===== src/hw/rtl/i2c_register_access_master_assert.svh =====
// Assertion macros for the I2C register access master.
// Expects clk_i and rst_ni in the scope of every use.
`ifndef I2C_REGISTER_ACCESS_MASTER_ASSERT_SVH
`define I2C_REGISTER_ACCESS_MASTER_ASSERT_SVH
`ifndef NO_ASSERTIONS
`define I2CRAM_ASSERT(lbl, prop, msg) \
  lbl: assert property (@(posedge clk_i) disable iff (!rst_ni) prop) else $error(msg);
`define I2CRAM_ASSERT_NEXT(lbl, ante, cons, msg) \
  lbl: assert property (@(posedge clk_i) disable iff (!rst_ni) ante |=> cons) else $error(msg);
`else
`define I2CRAM_ASSERT(lbl, prop, msg)
`define I2CRAM_ASSERT_NEXT(lbl, ante, cons, msg)
`endif
`endif


===== src/hw/rtl/i2cram_pkg.sv =====
// Shared types and constants of the I2C register access master.
// No dependencies; used by the interfaces, the sequencer and the top level.
`timescale 1ns / 1ps
package i2cram_pkg;

  typedef enum logic {
    REQ_TICK    = 1'b0,
    REQ_COMMAND = 1'b1
  } req_kind_e;

  localparam logic        READ_FLAG         = 1'b1;
  localparam logic [15:0] PHASE_LENGTH_RST  = 16'd1;

  typedef struct packed {
    logic       req_type;
    logic       is_read;
    logic [6:0] device_address;
    logic [7:0] register_index;
    logic [7:0] write_data;
    logic       sda_in;
  } req_t;

  typedef struct packed {
    logic       scl_level;
    logic       sda_level;
    logic       busy_res;
    logic       done_res;
    logic [7:0] read_data;
    logic       missing_ack;
    logic       command_taken;
  } res_t;

endpackage


===== src/hw/rtl/i2cram_if.sv =====
// Valid/ready channel interfaces for requests, results and configuration.
// Depends on i2cram_pkg for the payload types.
`timescale 1ns / 1ps
interface i2cram_req_if import i2cram_pkg::*; ();
  logic valid;
  logic ready;
  req_t payload;
  modport source (output valid, output payload, input ready);
  modport sink (input valid, input payload, output ready);
endinterface

interface i2cram_res_if import i2cram_pkg::*; ();
  logic valid;
  logic ready;
  res_t payload;
  modport source (output valid, output payload, input ready);
  modport sink (input valid, input payload, output ready);
endinterface

interface i2cram_cfg_if ();
  logic        valid;
  logic        ready;
  logic [15:0] data;
  modport source (output valid, output data, input ready);
  modport sink (input valid, input data, output ready);
endinterface


===== src/hw/rtl/i2cram_seq.sv =====
// Bus sequencer: holds the transaction state and computes one result per request.
// Depends on i2cram_pkg.
`timescale 1ns / 1ps
module i2cram_seq import i2cram_pkg::*; (
  input  logic        clk_i,
  input  logic        rst_ni,
  input  logic        adv_i,
  input  req_t        req_i,
  input  logic [15:0] phase_length_i,
  output res_t        res_o
);

  typedef enum logic [3:0] {
    StIdle    = 4'd0,
    StStart   = 4'd1,
    StAddrW   = 4'd2,
    StReg     = 4'd3,
    StData    = 4'd4,
    StRestart = 4'd5,
    StAddrR   = 4'd6,
    StRead    = 4'd7,
    StStop    = 4'd8
  } step_e;

  step_e       step_q, step_d;
  logic [1:0]  phase_q, phase_d;
  logic [3:0]  bit_q, bit_d;
  logic [15:0] tick_q, tick_d;
  logic [7:0]  shift_q, shift_d;
  logic [6:0]  addr_q, addr_d;
  logic [7:0]  reg_q, reg_d;
  logic [7:0]  data_q, data_d;
  logic        kind_q, kind_d;
  logic [7:0]  rx_q, rx_d;
  logic        nack_q, nack_d;
  logic        scl_q, scl_d;
  logic        sda_q, sda_d;

  function automatic logic is_byte_step(step_e s);
    return s inside {StAddrW, StReg, StData, StAddrR, StRead};
  endfunction

  // drive levels {scl, sda} after entering phase ph of step st
  function automatic logic [1:0] enter_phase(step_e st, logic [1:0] ph, logic [3:0] bc,
                                             logic [7:0] sh, logic [1:0] drv);
    logic scl, sda;
    scl = drv[1];
    sda = drv[0];
    case (st)
      StStart, StRestart: begin
        case (ph)
          2'd0: sda = 1'b1;
          2'd1: scl = 1'b1;
          2'd2: sda = 1'b0;
          default: scl = 1'b0;
        endcase
      end
      StStop: begin
        case (ph)
          2'd0: begin
            scl = 1'b0;
            sda = 1'b0;
          end
          2'd1: scl = 1'b1;
          2'd2: sda = 1'b1;
          default: ;
        endcase
      end
      StAddrW, StReg, StData, StAddrR, StRead: begin
        case (ph)
          2'd0: scl = 1'b0;
          // release SDA in read bits and in every acknowledge slot
          2'd1: sda = (st != StRead && !bc[3]) ? sh[~bc[2:0]] : 1'b1;
          2'd2: scl = 1'b1;
          default: scl = 1'b0;
        endcase
      end
      default: ;
    endcase
    return {scl, sda};
  endfunction

  function automatic logic [7:0] load_shift(step_e s, logic [7:0] sh, logic [6:0] addr,
                                            logic [7:0] rg, logic [7:0] dat);
    logic [7:0] r;
    case (s)
      StAddrW: r = {addr, 1'b0};
      StReg:   r = rg;
      StData:  r = dat;
      StAddrR: r = {addr, READ_FLAG};
      StRead:  r = 8'h00;
      default: r = sh;
    endcase
    return r;
  endfunction

  function automatic step_e next_step(step_e s, logic kind);
    step_e r;
    case (s)
      StStart:   r = StAddrW;
      StAddrW:   r = StReg;
      StReg:     r = kind ? StRestart : StData;
      StData:    r = StStop;
      StRestart: r = StAddrR;
      StAddrR:   r = StRead;
      StRead:    r = StStop;
      default:   r = StIdle;
    endcase
    return r;
  endfunction

  always_comb begin
    logic        busy;
    logic        done;
    logic        taken;
    logic        byte_step;
    logic [15:0] len;
    logic [1:0]  drv;
    step_e       nxt;

    step_d    = step_q;
    phase_d   = phase_q;
    bit_d     = bit_q;
    tick_d    = tick_q;
    shift_d   = shift_q;
    addr_d    = addr_q;
    reg_d     = reg_q;
    data_d    = data_q;
    kind_d    = kind_q;
    rx_d      = rx_q;
    nack_d    = nack_q;
    scl_d     = scl_q;
    sda_d     = sda_q;
    done      = 1'b0;
    taken     = 1'b0;
    byte_step = 1'b0;
    drv       = {scl_q, sda_q};
    nxt       = StIdle;

    busy = (step_q >= StStart) && (step_q <= StStop);
    if (!busy) begin
      step_d  = StIdle;
      phase_d = 2'd0;
      bit_d   = 4'd0;
    end

    len = (phase_length_i == 16'd0) ? 16'd1 : phase_length_i;

    if (req_i.req_type == REQ_COMMAND) begin
      if (!busy) begin
        kind_d  = req_i.is_read;
        addr_d  = req_i.device_address;
        reg_d   = req_i.register_index;
        data_d  = req_i.write_data;
        nack_d  = 1'b0;
        tick_d  = 16'd0;
        step_d  = StStart;
        phase_d = 2'd0;
        bit_d   = 4'd0;
        drv     = enter_phase(StStart, 2'd0, 4'd0, shift_d, drv);
        taken   = 1'b1;
      end
    end else if (busy) begin
      tick_d = tick_q + 16'd1;
      if (tick_d >= len) begin
        tick_d    = 16'd0;
        byte_step = is_byte_step(step_q);
        // sample SDA at the end of the SCL-high phase
        if (byte_step && phase_q == 2'd2) begin
          if (!bit_q[3]) begin
            if (step_q == StRead) shift_d = {shift_q[6:0], req_i.sda_in};
          end else if (step_q != StRead && req_i.sda_in) begin
            nack_d = 1'b1;
          end
        end
        if (phase_q != 2'd3) begin
          phase_d = phase_q + 2'd1;
          drv     = enter_phase(step_q, phase_d, bit_q, shift_d, drv);
        end else begin
          phase_d = 2'd0;
          if (byte_step && !bit_q[3]) begin
            bit_d = bit_q + 4'd1;
            drv   = enter_phase(step_q, 2'd0, bit_d, shift_d, drv);
          end else begin
            nxt = next_step(step_q, kind_q);
            if (step_q == StRead) rx_d = shift_d;
            step_d  = nxt;
            bit_d   = 4'd0;
            shift_d = load_shift(nxt, shift_d, addr_q, reg_q, data_q);
            if (nxt == StIdle) begin
              done = 1'b1;
            end else begin
              drv = enter_phase(nxt, 2'd0, 4'd0, shift_d, drv);
            end
          end
        end
      end
    end

    scl_d = drv[1];
    sda_d = drv[0];

    res_o.scl_level     = scl_d;
    res_o.sda_level     = sda_d;
    res_o.busy_res      = (step_d != StIdle);
    res_o.done_res      = done;
    res_o.read_data     = rx_d;
    res_o.missing_ack   = nack_d;
    res_o.command_taken = taken;
  end

  always_ff @(posedge clk_i or negedge rst_ni) begin
    if (!rst_ni) begin
      step_q  <= StIdle;
      phase_q <= 2'd0;
      bit_q   <= 4'd0;
      tick_q  <= 16'd0;
      shift_q <= 8'h00;
      addr_q  <= 7'h00;
      reg_q   <= 8'h00;
      data_q  <= 8'h00;
      kind_q  <= 1'b0;
      rx_q    <= 8'h00;
      nack_q  <= 1'b0;
      scl_q   <= 1'b1;
      sda_q   <= 1'b1;
    end else if (adv_i) begin
      step_q  <= step_d;
      phase_q <= phase_d;
      bit_q   <= bit_d;
      tick_q  <= tick_d;
      shift_q <= shift_d;
      addr_q  <= addr_d;
      reg_q   <= reg_d;
      data_q  <= data_d;
      kind_q  <= kind_d;
      rx_q    <= rx_d;
      nack_q  <= nack_d;
      scl_q   <= scl_d;
      sda_q   <= sda_d;
    end
  end

endmodule


===== src/hw/rtl/i2c_register_access_master.sv =====
// I2C register access master: one result per request, one request per cycle while results are taken.
// Each request passes through the input register, then its result through the result register;
// the sequencer state updates once per processed request.
// Throughput: one request per cycle while the result side takes results.
// Reset: asynchronous, active low; bus released (SCL and SDA high), idle, phase_length 1.
`timescale 1ns / 1ps
`include "i2c_register_access_master_assert.svh"
module i2c_register_access_master import i2cram_pkg::*; (
  input  logic clk_i,
  input  logic rst_ni,
  i2cram_req_if.sink   req_i,
  i2cram_cfg_if.sink   cfg_i,
  i2cram_res_if.source res_o
);

  logic        in_vld_q, in_vld_d;
  req_t        in_q, in_d;
  logic        out_vld_q, out_vld_d;
  res_t        out_q, out_d;
  logic [15:0] phase_length_q, phase_length_d;
  logic        out_ok;
  logic        adv;
  logic        req_acc;
  res_t        res_d;
  logic        seq_done;
  logic        seq_taken;
  logic        bus_free;

  assign out_ok  = !out_vld_q || res_o.ready;
  assign adv     = in_vld_q && out_ok;
  assign req_acc = req_i.valid && req_i.ready;

  assign req_i.ready   = !in_vld_q || out_ok;
  assign cfg_i.ready   = 1'b1;
  assign res_o.valid   = out_vld_q;
  assign res_o.payload = out_q;

  i2cram_seq u_seq (
    .clk_i          (clk_i),
    .rst_ni         (rst_ni),
    .adv_i          (adv),
    .req_i          (in_q),
    .phase_length_i (phase_length_q),
    .res_o          (res_d)
  );

  always_comb begin
    in_vld_d       = req_acc || (in_vld_q && !adv);
    in_d           = req_acc ? req_i.payload : in_q;
    out_vld_d      = adv || (out_vld_q && !res_o.ready);
    out_d          = adv ? res_d : out_q;
    phase_length_d = (cfg_i.valid && cfg_i.ready) ? cfg_i.data : phase_length_q;
  end

  always_ff @(posedge clk_i or negedge rst_ni) begin
    if (!rst_ni) begin
      in_vld_q       <= 1'b0;
      out_vld_q      <= 1'b0;
      phase_length_q <= PHASE_LENGTH_RST;
    end else begin
      in_vld_q       <= in_vld_d;
      out_vld_q      <= out_vld_d;
      phase_length_q <= phase_length_d;
    end
  end

  always_ff @(posedge clk_i) begin
    in_q  <= in_d;
    out_q <= out_d;
  end

  assign seq_done  = adv && res_d.done_res;
  assign seq_taken = adv && res_d.command_taken;
  assign bus_free  = res_d.scl_level && res_d.sda_level;

  // a finished transaction leaves the bus idle and released
  `I2CRAM_ASSERT(a_done_idle, seq_done |-> (!res_d.busy_res && bus_free), "done, bus held")
  // a started transaction begins from a released bus
  `I2CRAM_ASSERT(a_taken_start, seq_taken |-> (res_d.busy_res && bus_free && !res_d.missing_ack), "bad start")
  // a held request stays in the input register until it is processed
  `I2CRAM_ASSERT_NEXT(a_in_hold, (in_vld_q && !adv), in_vld_q, "pending request dropped")
  // a processed request always lands in the result register
  `I2CRAM_ASSERT_NEXT(a_out_load, adv, out_vld_q, "result lost")

endmodule

===== src/flat_wrapper.sv =====
// flat-port wrapper written by rule: the top's interface ports become plain ports
module i2c_register_access_master_flat import i2cram_pkg::*;
  (clk_i, rst_ni, req_i_valid, req_i_payload, req_i_ready, cfg_i_valid, cfg_i_data, cfg_i_ready, res_o_valid, res_o_payload, res_o_ready);
  i2cram_req_if req_i_i ();
  i2cram_cfg_if cfg_i_i ();
  i2cram_res_if res_o_i ();
  input  logic clk_i;
  input  logic rst_ni;
  input wire logic [$bits(req_i_i.valid)-1:0] req_i_valid;
  input wire logic [$bits(req_i_i.payload)-1:0] req_i_payload;
  output wire logic [$bits(req_i_i.ready)-1:0] req_i_ready;
  input wire logic [$bits(cfg_i_i.valid)-1:0] cfg_i_valid;
  input wire logic [$bits(cfg_i_i.data)-1:0] cfg_i_data;
  output wire logic [$bits(cfg_i_i.ready)-1:0] cfg_i_ready;
  output wire logic [$bits(res_o_i.valid)-1:0] res_o_valid;
  output wire logic [$bits(res_o_i.payload)-1:0] res_o_payload;
  input wire logic [$bits(res_o_i.ready)-1:0] res_o_ready;
  assign req_i_i.valid = req_i_valid;
  assign req_i_i.payload = req_i_payload;
  assign req_i_ready = req_i_i.ready;
  assign cfg_i_i.valid = cfg_i_valid;
  assign cfg_i_i.data = cfg_i_data;
  assign cfg_i_ready = cfg_i_i.ready;
  assign res_o_valid = res_o_i.valid;
  assign res_o_payload = res_o_i.payload;
  assign res_o_i.ready = res_o_ready;
  i2c_register_access_master u_core (.clk_i(clk_i), .rst_ni(rst_ni), .req_i(req_i_i), .cfg_i(cfg_i_i), .res_o(res_o_i));
endmodule

===== config.mk =====
export PLATFORM = sky130hd
export DESIGN_NAME = i2c_register_access_master_flat
export DESIGN_NICKNAME = d
export VERILOG_FILES = /design/src/hw/rtl/i2cram_pkg.sv /design/src/hw/rtl/i2cram_if.sv /design/src/hw/rtl/i2cram_seq.sv /design/src/hw/rtl/i2c_register_access_master.sv /design/src/flat_wrapper.sv
export VERILOG_INCLUDE_DIRS = /design/src /design/src/hw/rtl
export SDC_FILE = /design/constraint.sdc
export NUM_CORES = 1
export LEC_CHECK = 0
export ABC_AREA = 1
export BUFFER_PORTS_ARGS = -buffer_cell sky130_fd_sc_hd__buf_2
export CORE_ASPECT_RATIO = 2
export CORE_MARGIN = 4
export CORE_UTILIZATION = 50
export CTS_BUF_LIST = sky130_fd_sc_hd__clkbuf_4
export CTS_CLUSTER_DIAMETER = 80
export DETAILED_ROUTE_END_ITERATION = 8
export GPL_ROUTABILITY_DRIVEN = 1
export PLACE_DENSITY = 0.68
export SLEW_MARGIN = 5
export SYNTH_ARGS = -nofsm -noshare
export SYNTH_HDL_FRONTEND = slang
export SYNTH_HIERARCHICAL = 1
export SYNTH_SLANG_ARGS = --single-unit

===== constraint.sdc =====
create_clock -name clk_i -period 5.2 [get_ports clk_i]
set_input_delay 0.78 -clock clk_i [delete_from_list [all_inputs] [get_ports clk_i]]
set_output_delay 0.78 -clock clk_i [all_outputs]
set_load 0.01 [all_outputs]

==> results of run 1 <==
-- path summary, 6_finish.rpt --
kind                                   startpoint                 endpoint  slack [ns]  depth (start not counted)
setup / recovery           u_core/u_seq/tick_q[0]  u_core/u_seq/tick_q[13]        0.83                         22
hold / removal                             rst_ni   u_core/u_seq/data_q[1]        0.16                          1
setup reg to reg           u_core/u_seq/tick_q[0]  u_core/u_seq/tick_q[13]        0.83                         22
hold reg to reg                   u_core/in_q[10]    u_core/u_seq/reg_q[1]        0.46                          2
max in group asynchronous                  rst_ni   u_core/u_seq/tick_q[1]        3.90                          2
min in group clk_i              req_i_payload[13]          u_core/in_q[13]        0.44                          1
-- sequential cells by signal, indices dropped and copies added, names as in the netlist, 2 cells and up --
| signal | flops |
|---|---|
| u_core/u_seq/phase_q | 2 |
| u_core/u_seq/reg_q | 8 |
| u_core/res_o.payload | 14 |
| u_core/u_seq/step_q | 4 |
| u_core/u_seq/addr_q | 7 |
| u_core/u_seq/bit_q | 4 |
| u_core/u_seq/tick_q | 16 |
| u_core/u_seq/data_q | 8 |
| u_core/phase_length_q | 16 |
| u_core/in_q | 26 |
| u_core/u_seq/shift_q | 8 |
| u_core/u_seq/rx_q | 8 |
-- worst max-delay path: cells and delay by family, from the launching register on --
family,cells,cell delay [ns]
buffers and inverters,6,0.50
XOR/XNOR,1,0.27
AND/OR/NAND/NOR,11,1.94
AO/OA/AOI/OAI,2,0.68
adder cells (fa/ha/maj),2,0.48
flip-flops,1,0.40
-- metal layers --
layer	part of all wire [%]	vias up
met3	3.5	54
met4	5.9	0
met5	0	-
met2	55	161
met1	36	2600
li1	-	2664
-- where the power goes --
part / switching [µW] / leakage [µW] / internal [µW]
registers: 67.1 / 0.00149 / 1150
logic: 235 / 0.00194 / 123
clock network: 396 / 0.000151 / 300
-- synthesized netlist by cell type, drive strengths merged, types with 9 or more instances --
master | count | share of area, %
nand2 | 228 | 13
inv | 122 | 7.1
dfrtp | 84 | 32
o21ai | 75 | 6.1
edfxtp | 40 | 18
nor2 | 40 | 3.0
nand3 | 36 | 3.0
a21oi | 33 | 2.7
ha | 23 | 4.4
nand4 | 16 | 1.7
o22ai | 15 | 1.4
nor3 | 13 | 1.2
buf | 10 | 1.3
clkbuf | 9 | 0.51
-- layout make-up --
class                           count  area (µm²)  share of cell area, %
Antenna cell                        1        2.50                 0.0342
Clock buffer                       18         135                   1.85
Clock inverter                     14         155                   2.12
Inverter                          122         465                   6.36
Multi-Input combinational cell    504        2640                   36.1
Sequential cell                   127        3380                   46.2
Tap cell                          152         190                   2.60
Timing Repair Buffer               66         343                   4.69
-- logic make-up (layout without fill, tap and decap cells) --
| group | after synthesis | in the layout | synth area share, % |
|---|---|---|---|
| and+or+nand+nor | 334 | 334 | 22.4 |
| adders and majority gates | 23 | 23 | 4.36 |
| xor gates and xnor gates | 7 | 7 | 0.929 |
| other | 1 | 2 | 0.0568 |
| AOI/OAI and AO/OA | 139 | 139 | 12.2 |
| buffers and inverters | 141 | 220 | 8.82 |
| DFF | 127 | 127 | 51.3 |
-- through the flow --
step,setup WS (ns),power (µW)
2_1_floorplan,1.77,1460
3_3_place_gp,1.30,1580
3_5_place_dp,1.01,1590
4_1_cts,0.944,2290
5_1_grt,0.584,2400
6_report,0.831,2270
==> reports/metrics.cfg, run 1 <==
[layout]
area_growth_pct = 10.9
nets = 908
fin_area_um2 = 7320
final_common_cell = nand2_1
drive_above_1_share_pct = 16.6
final_cell_mix = 223 x nand2_1, 111 x inv_1, 84 x dfrtp_1
nFillCells = 1211
final_util_pct = 56.3
stdcell_count = 1004

[global_route]
grt_use_total_pct = 22.0
grt_max_degree = 61
grt_pass1_vias = 5647
grt.met3_usage_pct = 3.78
grt.met2_usage_pct = 39.0
grt_busiest_layer = met2
grt_pass1_wl_um = 25700
grt_antenna_before_repair = 1
grt_overflow = 0
grt_use_met1_pct = 22.6

[clocking]
cts_buffers = 17
cts_tree = yes
cts_setup_buffers = 0
clk_latency_ns = 0.52
ctsResizeCount = 0
h-tree-depth = 4
clk_pin_slew_ns = 0.12
clock_path_buffers = 2
cts_hold_buffers = 0
cts_sinks = 127
clock-root-buffer = clkbuf_4

[sta]
period_share_pct = 84.0
hold_viol = 0
fin_crit_ns = 4.37
rsz0062_at_grt = no
finalMaxSlewViolations = 0
setup_tns_ns = 0
hold-worst-slack_ns = 0.165
fin_skew_ns = 0.0321
max_freq_mhz = 229
slew-limit-headroom_pct = 24.5
finalSetupViolCount = 0
worst_pin_slew_ns = 1.12

[die]
die_width_um = 89.2
die_h_um = 170
dieArea_um2 = 15200
fp-row-count = 59
core_um2 = 13000
io_pins = 64
start_util_pct = 50.8

[placement]
portBuffers = 62
place_inst = 971
place.gp.congestion = 0.914
dp_hpwl_um = 11800
place_area_um2 = 7020

[pwr]
ir_worst_vdd_mv = 0.229
p_leak_uw = 0.00359
p_per_area_nw_per_um2 = 310

[detailed_routing]
routed_wl_um = 15500
first_pass_iters = 5
post_drt_wl_per_cell_um = 15.4
vias = 5479
drt_iter0_markers = 267
via_per_inst = 5.46
drtAntennaViolNets = 0
drc_errors = 0

[synth]
yosysWarnings = 6
ys_types = 43
ys.flop_type = dfrtp_1
synth_seq_area_share_pct = 51.3
ys_async_sr_fraction_pct = 68.5
ys_seq_elements = 127
netlist_instances = 772
syn_nets = 842
synth_edf_count = 40
synth_area_um2 = 6600
avgSynthCellArea_um2 = 8.54

[setup_path]
critPathLaunchType = flip-flop
worstPathArrival_ns = 4.77
slowest_stage = nand3_1
cp-end-kind = flip-flop
crit_chain = ha_1 > nand2_1 > nor2_1 > nand3_1 > nor2_1 > inv_1 > nor2_1 > inv_1 > nor3_1 > nand4_1 > xor2_1 > inv_1 > ha_1 > nand2_1 > inv_1 > nand3_1 > inv_1 > a21oi_1 > nand3_2 > inv_1 > nand3_1 > o32ai_1
crit_path_frequent_cell = inv_1
slowest_delay_ns = 0.47
required_ns = 5.60
cp_max_fo = 16
crit_type = flip-flop to flip-flop

[hold_path]
min_path_type = primary input to asynchronous set/reset pin

[flow_run]
maxCapViolations = 0

[outcome]
outcome = complete, no violations

Power figures use the tool's default switching activity.
==> inputs of run 2 (changes only) <==
==> constraint.sdc (replaced) <==
create_clock -name clk_i -period 4.4 [get_ports clk_i]
set_input_delay 0.66 -clock clk_i [delete_from_list [all_inputs] [get_ports clk_i]]
set_output_delay 0.66 -clock clk_i [all_outputs]
set_load 0.01 [all_outputs]
==> run 2 against run 1 <==
Compared with the run above:
- fmax is 12% higher
- design area up 0.79%
- clock power up 28%
==> reports/metrics.cfg, run 2 (synthesis gave the netlist of run 1 again) <==
[outcome]
outcome = complete, no violations

[layout]
final_cell_mix = 222 x nand2_1, 111 x inv_1, 84 x dfrtp_1
area_growth_pct = 11.8
drive_above_1_share_pct = 17.2  ; +0.59 points
top_regs = u_core/in_q: 26 flops, u_core/phase_length_q: 16 flops, u_core/u_seq/tick_q: 16 flops
top_register = u_core/in_q
fin_area_um2 = 7370  ; +0.79%
nets = 908  ; unchanged
largest_reg_flops = 26  ; unchanged
final_common_cell = nand2_1

[placement]
pre_cts_ws_ns = 0.245  ; -0.769 ns
portBuffers = 62  ; unchanged
place.gp.congestion = 0.924  ; +1.2%
dp_hpwl_um = 11800  ; +0.15%
place_area_um2 = 7020  ; unchanged

[die]
fp-row-count = 59  ; unchanged
core_um2 = 13000  ; unchanged
start_util_pct = 50.8  ; unchanged
die_width_um = 89.2  ; unchanged
io_pins = 64  ; unchanged
die_h_um = 170  ; unchanged
dieArea_um2 = 15200  ; unchanged

[global_route]
grt_max_degree = 56  ; -8.2%
grt_pass1_vias = 5507  ; -2.5%
grt_overflow = 0  ; unchanged
grt_use_total_pct = 22.0  ; +0.039 points
grt_antenna_before_repair = 1  ; unchanged
grt_pass1_wl_um = 25700  ; about the same

[clocking]
clk_pin_slew_ns = 0.14  ; +0.02 ns
clock_path_buffers = 2  ; unchanged
clk_latency_ns = 0.53  ; about the same
clock-root-buffer = clkbuf_4
cts_setup_buffers = 0  ; unchanged
cts_tree = yes
cts_buffers = 17  ; unchanged
h-tree-depth = 4  ; unchanged
cts_sinks = 127  ; unchanged

[sta]
worst_pin_slew_ns = 1.08  ; -0.0450 ns
period_share_pct = 88.9  ; +4.9 points
worst_slack_ns = 0.487  ; -0.345 ns
finalSetupViolCount = 0  ; unchanged
hold_viol = 0  ; unchanged
fin_skew_ns = 0.0192  ; -0.0128 ns
max_freq_mhz = 256  ; +12%
setup_tns_ns = 0  ; unchanged
slew-limit-headroom_pct = 27.6  ; +3.0 points
rsz0062_at_grt = no
fin_crit_ns = 3.91  ; -0.455 ns
finalMaxSlewViolations = 0  ; unchanged

[flow_run]
maxCapViolations = 0  ; unchanged

[detailed_routing]
via_per_inst = 5.40  ; -0.97%
drtAntennaViolNets = 0  ; unchanged
routed_wl_um = 15600  ; +0.73%
wl_met1_um = 5710  ; +1.9%
dr_wl_met3_um = 553  ; +3.2%
highest_layer = met4
drc_errors = 0  ; unchanged
drt_iter0_markers = 242  ; -9.4%
vias = 5426  ; -0.97%
wl_met2_um = 8370  ; -0.88%
first_pass_iters = 5  ; unchanged
post_drt_wl_per_cell_um = 15.5  ; +0.73%

[pwr]
comb_power_share_pct = 15.7  ; about the same
ir_worst_vdd_mv = 0.347  ; +52%
p_seq_share_pct = 52.1  ; -1.4 points
p_leak_uw = 0.00361  ; +0.64%
clkPwrFrac_pct = 32.3  ; +1.6 points
internal-power_uw = 1870  ; +19%
p_per_area_nw_per_um2 = 374  ; +21%
switching_share_pct = 32.0  ; +1.3 points
switching_power_uw = 883  ; +26%

[setup_path]
cp-end-kind = flip-flop
timing.rr.end = u_core/res_o.payload[9]
critPathLaunchType = flip-flop
crit_type = flip-flop to flip-flop
required_ns = 4.68  ; -0.92 ns
worstPathArrival_ns = 4.19  ; -0.58 ns
r2r_start = u_core/u_seq/tick_q[0]
r2r_cells = 22  ; unchanged
slowest_stage = dfrtp_1
crit_path_frequent_cell = nor2_1
ff2ff_setup_slack_ns = 0.49  ; -0.34 ns
crit_chain = ha_1 > nand2_1 > nor2_1 > nand3_1 > nor2_1 > inv_1 > nor2_1 > inv_1 > nor3_1 > inv_1 > nor2_1 > nand2_1 > xor2_1 > inv_1 > ha_1 > nand3_1 > nor3_1 > nand3_1 > nand3_4 > nand4_4 > nor2_1 > a21oi_2
slowest_delay_ns = 0.41  ; -0.06 ns
cp_max_fo = 16  ; unchanged

[hold_path]
min_path_type = primary input to asynchronous set/reset pin

-- run 2: how the worst max path moves through the flow --
stage,startpoint,end,slack (ns),depth (start not counted)
6_report,u_core/u_seq/tick_q[0],u_core/res_o.payload[9],0.49,22
5_1_grt,u_core/u_seq/tick_q[0],u_core/u_seq/rx_q[4],0.009,24
4_1_cts,u_core/u_seq/tick_q[2],u_core/u_seq/tick_q[10],0.18,18
3_5_place_dp,u_core/u_seq/tick_q[2],u_core/u_seq/tick_q[10],0.24,18
3_3_place_gp,u_core/u_seq/tick_q[2],u_core/u_seq/tick_q[10],0.55,18
2_1_floorplan,u_core/u_seq/tick_q[0],u_core/res_o.payload[11],0.97,25
-- run 2: cell type report --
| type | count | area [µm²] |
|---|---|---|
| Sequential cell | 127 | 3380 |
| Fill cell | 1189 | 5620 |
| Tap cell | 152 | 190 |
| Inverter | 122 | 465 |
| Timing Repair Buffer | 66 | 343 |
| Clock inverter | 15 | 193 |
| Clock buffer | 17 | 128 |
| Antenna cell | 1 | 2.50 |
| Multi-Input combinational cell | 504 | 2670 |
-- run 2: layer usage --
| metal | global-route usage, % | vias to the layer above |
|---|---|---|
| met3 | 4.31 | 56 |
| met1 | 22.9 | 2553 |
| met4 | 14.1 | 0 |
| met2 | 38.8 | 149 |
| li1 | - | 2668 |
| met5 | 0 | - |
-- run 2: what timing repair did --
item | 4_1_cts | 5_1_grt
setup endpoints to repair | 0 | 23
gates resized for setup | 0 | 5
hold buffers | 0 | 0
-- run 2: power groups by stage --
stage               logic, µW  clock network (µW)  registers, µW
finish                    432                 889           1430
global route              495                 971           1450
CTS                       431                 917           1430
detailed placement        428                   0           1460
global placement          409                   0           1450
floorplan                 290                   0           1440
-- run 2: stage by stage --
stage               hold slack [ns]  power, µW  util, %  cells
global placement              0.432       1860     54.1    971
floorplan                     0.364       1730        -    772
CTS                           0.149       2780     56.5   1003
finish                        0.160       2760     56.8   1004
global route                  0.141       2920     56.8   1004
detailed placement            0.437       1890     54.1    971
-- run 2: worst max-delay path, delay by kind of cell, from the launching register on --
kind	cells	cell delay [ns]
adders and majority gates	2	0.49
xor gates and xnor gates	1	0.19
AOI/OAI and AO/OA	1	0.05
and+or+nand+nor	14	2.26
DFF	1	0.41
buffers and inverters	4	0.28
==> inputs of run 3 (changes only) <==
--- a/config.mk
+++ b/config.mk
@@ -15,7 +15,8 @@
 export CTS_CLUSTER_DIAMETER = 80
 export DETAILED_ROUTE_END_ITERATION = 8
 export GPL_ROUTABILITY_DRIVEN = 1
-export PLACE_DENSITY = 0.68
+export PLACE_DENSITY = 0.72
+export REMOVE_ABC_BUFFERS = 1
 export SLEW_MARGIN = 5
 export SYNTH_ARGS = -nofsm -noshare
 export SYNTH_HDL_FRONTEND = slang
==> run 3 against run 2 <==
Compared with the run above:
- die area did not move
- highest routed layer unchanged
- fmax fell by 0.18%
- global-route usage fell by 1.7 points
- register-to-register slack barely moved
- count of clock-buffer cells in the layout did not move
- hold slack got worse by 0.040 ns
- total power fell by 2.8%
- setup slack got worse by 0.0071 ns
- cell count rose by 0.20%
- combinational power fell by 3%
- first-iteration DRC count rose by 20%
- wire length fell by 7.6%
==> reports/metrics.cfg, run 3 (synthesis gave the netlist of run 1 again) <==
[outcome]
outcome = complete, no violations

[setup_path]
crit_type = flip-flop to flip-flop
worstPathArrival_ns = 4.23  ; +0.04 ns
critPathLaunchType = flip-flop
cp_max_fo = 10  ; -6
cp-end-kind = flip-flop
required_ns = 4.71  ; +0.03 ns

[pwr]
internal-power_uw = 1810  ; -3.1%
comb_power_share_pct = 15.7  ; about the same
switching_power_uw = 864  ; -2.2%
p_leak_uw = 0.00361  ; about the same
ir_worst_vdd_mv = 0.341  ; -1.6%
p_seq_share_pct = 53.3  ; +1.2 points
switching_share_pct = 32.2  ; +0.19 points
p_per_area_nw_per_um2 = 364  ; -2.5%
clkPwrFrac_pct = 31.0  ; -1.3 points

[detailed_routing]
drtAntennaViolNets = 0  ; unchanged
first_pass_iters = 5  ; unchanged
vias = 5347  ; -1.5%
routed_wl_um = 14400  ; -7.6%
via_per_inst = 5.32  ; -1.7%
drc_errors = 0  ; unchanged
drt_iter0_markers = 291  ; +20%
post_drt_wl_per_cell_um = 14.3  ; -7.8%

[die]
start_util_pct = 50.8  ; unchanged
io_pins = 64  ; unchanged
die_width_um = 89.2  ; unchanged
core_um2 = 13000  ; unchanged
fp-row-count = 59  ; unchanged
die_h_um = 170  ; unchanged
dieArea_um2 = 15200  ; unchanged

[clocking]
cts_setup_buffers = 0  ; unchanged
cts_buffers = 17  ; unchanged
clk_pin_slew_ns = 0.14  ; about the same
clk_latency_ns = 0.55  ; +0.02 ns
cts_sinks = 127  ; unchanged
clock-root-buffer = clkbuf_4
h-tree-depth = 4  ; unchanged
cts_tree = yes
clock_path_buffers = 2  ; unchanged

[sta]
fin_skew_ns = 0.0209  ; +0.00162 ns
rsz0062_at_grt = no
finalMaxSlewViolations = 0  ; unchanged
slew-limit-headroom_pct = 31.1  ; +3.5 points
setup_tns_ns = 0  ; unchanged
fin_crit_ns = 3.92  ; +0.00706 ns
finalSetupViolCount = 0  ; unchanged
max_freq_mhz = 255  ; -0.18%
hold_viol = 0  ; unchanged
worst_pin_slew_ns = 1.03  ; -0.0454 ns
hold-worst-slack_ns = 0.121  ; -0.0396 ns
period_share_pct = 89.1  ; +0.16 points

[layout]
top_register = u_core/in_q
final_cell_mix = 223 x nand2_1, 111 x inv_1, 84 x dfrtp_1
multi_input_area_um2 = 2660  ; -0.56%
nFillCells = 1187  ; -0.17%
seq_area_um2 = 3380  ; unchanged
final_common_cell = nand2_1
nets = 910  ; +0.22%
largest_reg_flops = 26  ; unchanged
stdcell_count = 1006  ; +0.20%
final_util_pct = 56.6  ; -0.17 points
top_regs = u_core/in_q: 26 flops, u_core/phase_length_q: 16 flops, u_core/u_seq/tick_q: 16 flops
area_growth_pct = 11.5
drive_above_1_share_pct = 17.1  ; -0.040 points

[global_route]
grt_pass1_wl_um = 24000  ; -6.5%
grt_use_total_pct = 20.3  ; -1.7 points
grt_pass1_vias = 5200  ; -5.6%
grt_overflow = 0  ; unchanged
grt_antenna_before_repair = 1  ; unchanged
grt_max_degree = 53  ; -5.4%

[placement]
place_inst = 973  ; +0.21%
place.gp.congestion = 0.939  ; +1.5%
dp_hpwl_um = 10900  ; -8.0%
portBuffers = 62  ; unchanged

[hold_path]
min_path_type = primary input to asynchronous set/reset pin

[flow_run]
maxCapViolations = 0  ; unchanged

## run 3: cell types whose count changed in the layout (fill, tap and decap cells not counted), sizes merged
cell	before	now
buf	66	68
bufinv	2	1
clkinv	2	4
inv	132	131
## run 3: what timing repair did
action,CTS,global route
endpoints found under the setup margin,0,1
endpoints found under the hold margin,0,0
hold buffers,0,0
gates resized for setup,0,2
## run 3: worst max-delay path: stages (launching register included)
cell	delay, ns
dfrtp_1	0.40
inv_1	0.06
nor3_1	0.37
nand4_1	0.17
nor2_1	0.17
inv_1	0.10
nor2_1	0.17
inv_1	0.08
nor2_1	0.12
xor2_1	0.20
inv_1	0.07
ha_1	0.31
a21oi_1	0.14
o21ai_0	0.09
a21oi_1	0.25
nand3_4	0.21
nand2_1	0.29
nand2_1	0.09
nand3_1	0.09
o21ai_0	0.11
nor2_1	0.15
nand2_1	0.06
## run 3: worst paths after layout
path                                   startpoint                  endpoint  slack (ns)  cells past startpoint
min in group clk_i               req_i_payload[2]            u_core/in_q[2]        0.28                      1
max in group asynchronous                  rst_ni        u_core/u_seq/scl_q        3.33                      2
min                                        rst_ni    u_core/u_seq/addr_q[5]        0.12                      1
max reg2reg                u_core/u_seq/tick_q[2]  u_core/res_o.payload[11]        0.48                     21
min reg2reg                        u_core/in_q[7]    u_core/u_seq/data_q[6]        0.45                      2
max                        u_core/u_seq/tick_q[2]  u_core/res_o.payload[11]        0.48                     21
## run 3: stage by stage
stage          setup slack [ns]  cell area, µm²  power (µW)
2_1_floorplan            0.0750            6480        1720
3_3_place_gp              0.560            7040        1860
3_5_place_dp              0.480            7040        1870
4_1_cts                   0.434            7340        2700
5_1_grt                 0.00323            7350        2840
6_report                  0.480            7350        2680
## run 3: layout make-up
type	count	share of cell area [%]
flip-flops and latches	127	46.0
multi-input cells	504	36.1
inverters	122	6.33
repair buffers	68	4.87
well taps	152	2.59
clock inverters	15	2.31
clock buffers	17	1.74
diodes	1	0.0340
## run 3: power by group through the flow
stage / clock network (µW) / registers [µW] / logic (µW)
after floorplan: 0 / 1440 / 279
after global placement: 0 / 1450 / 415
after detailed placement: 0 / 1450 / 421
after CTS: 848 / 1430 / 423
after global routing: 904 / 1440 / 488
final: 830 / 1430 / 420
## run 3: per-layer routing
metal | GRT usage (%) | routed length [µm]
met3 | 3.88 | 537
met1 | 21.7 | 5280
met2 | 36.0 | 7870
met4 | 11.5 | 734
met5 | 0 | 0
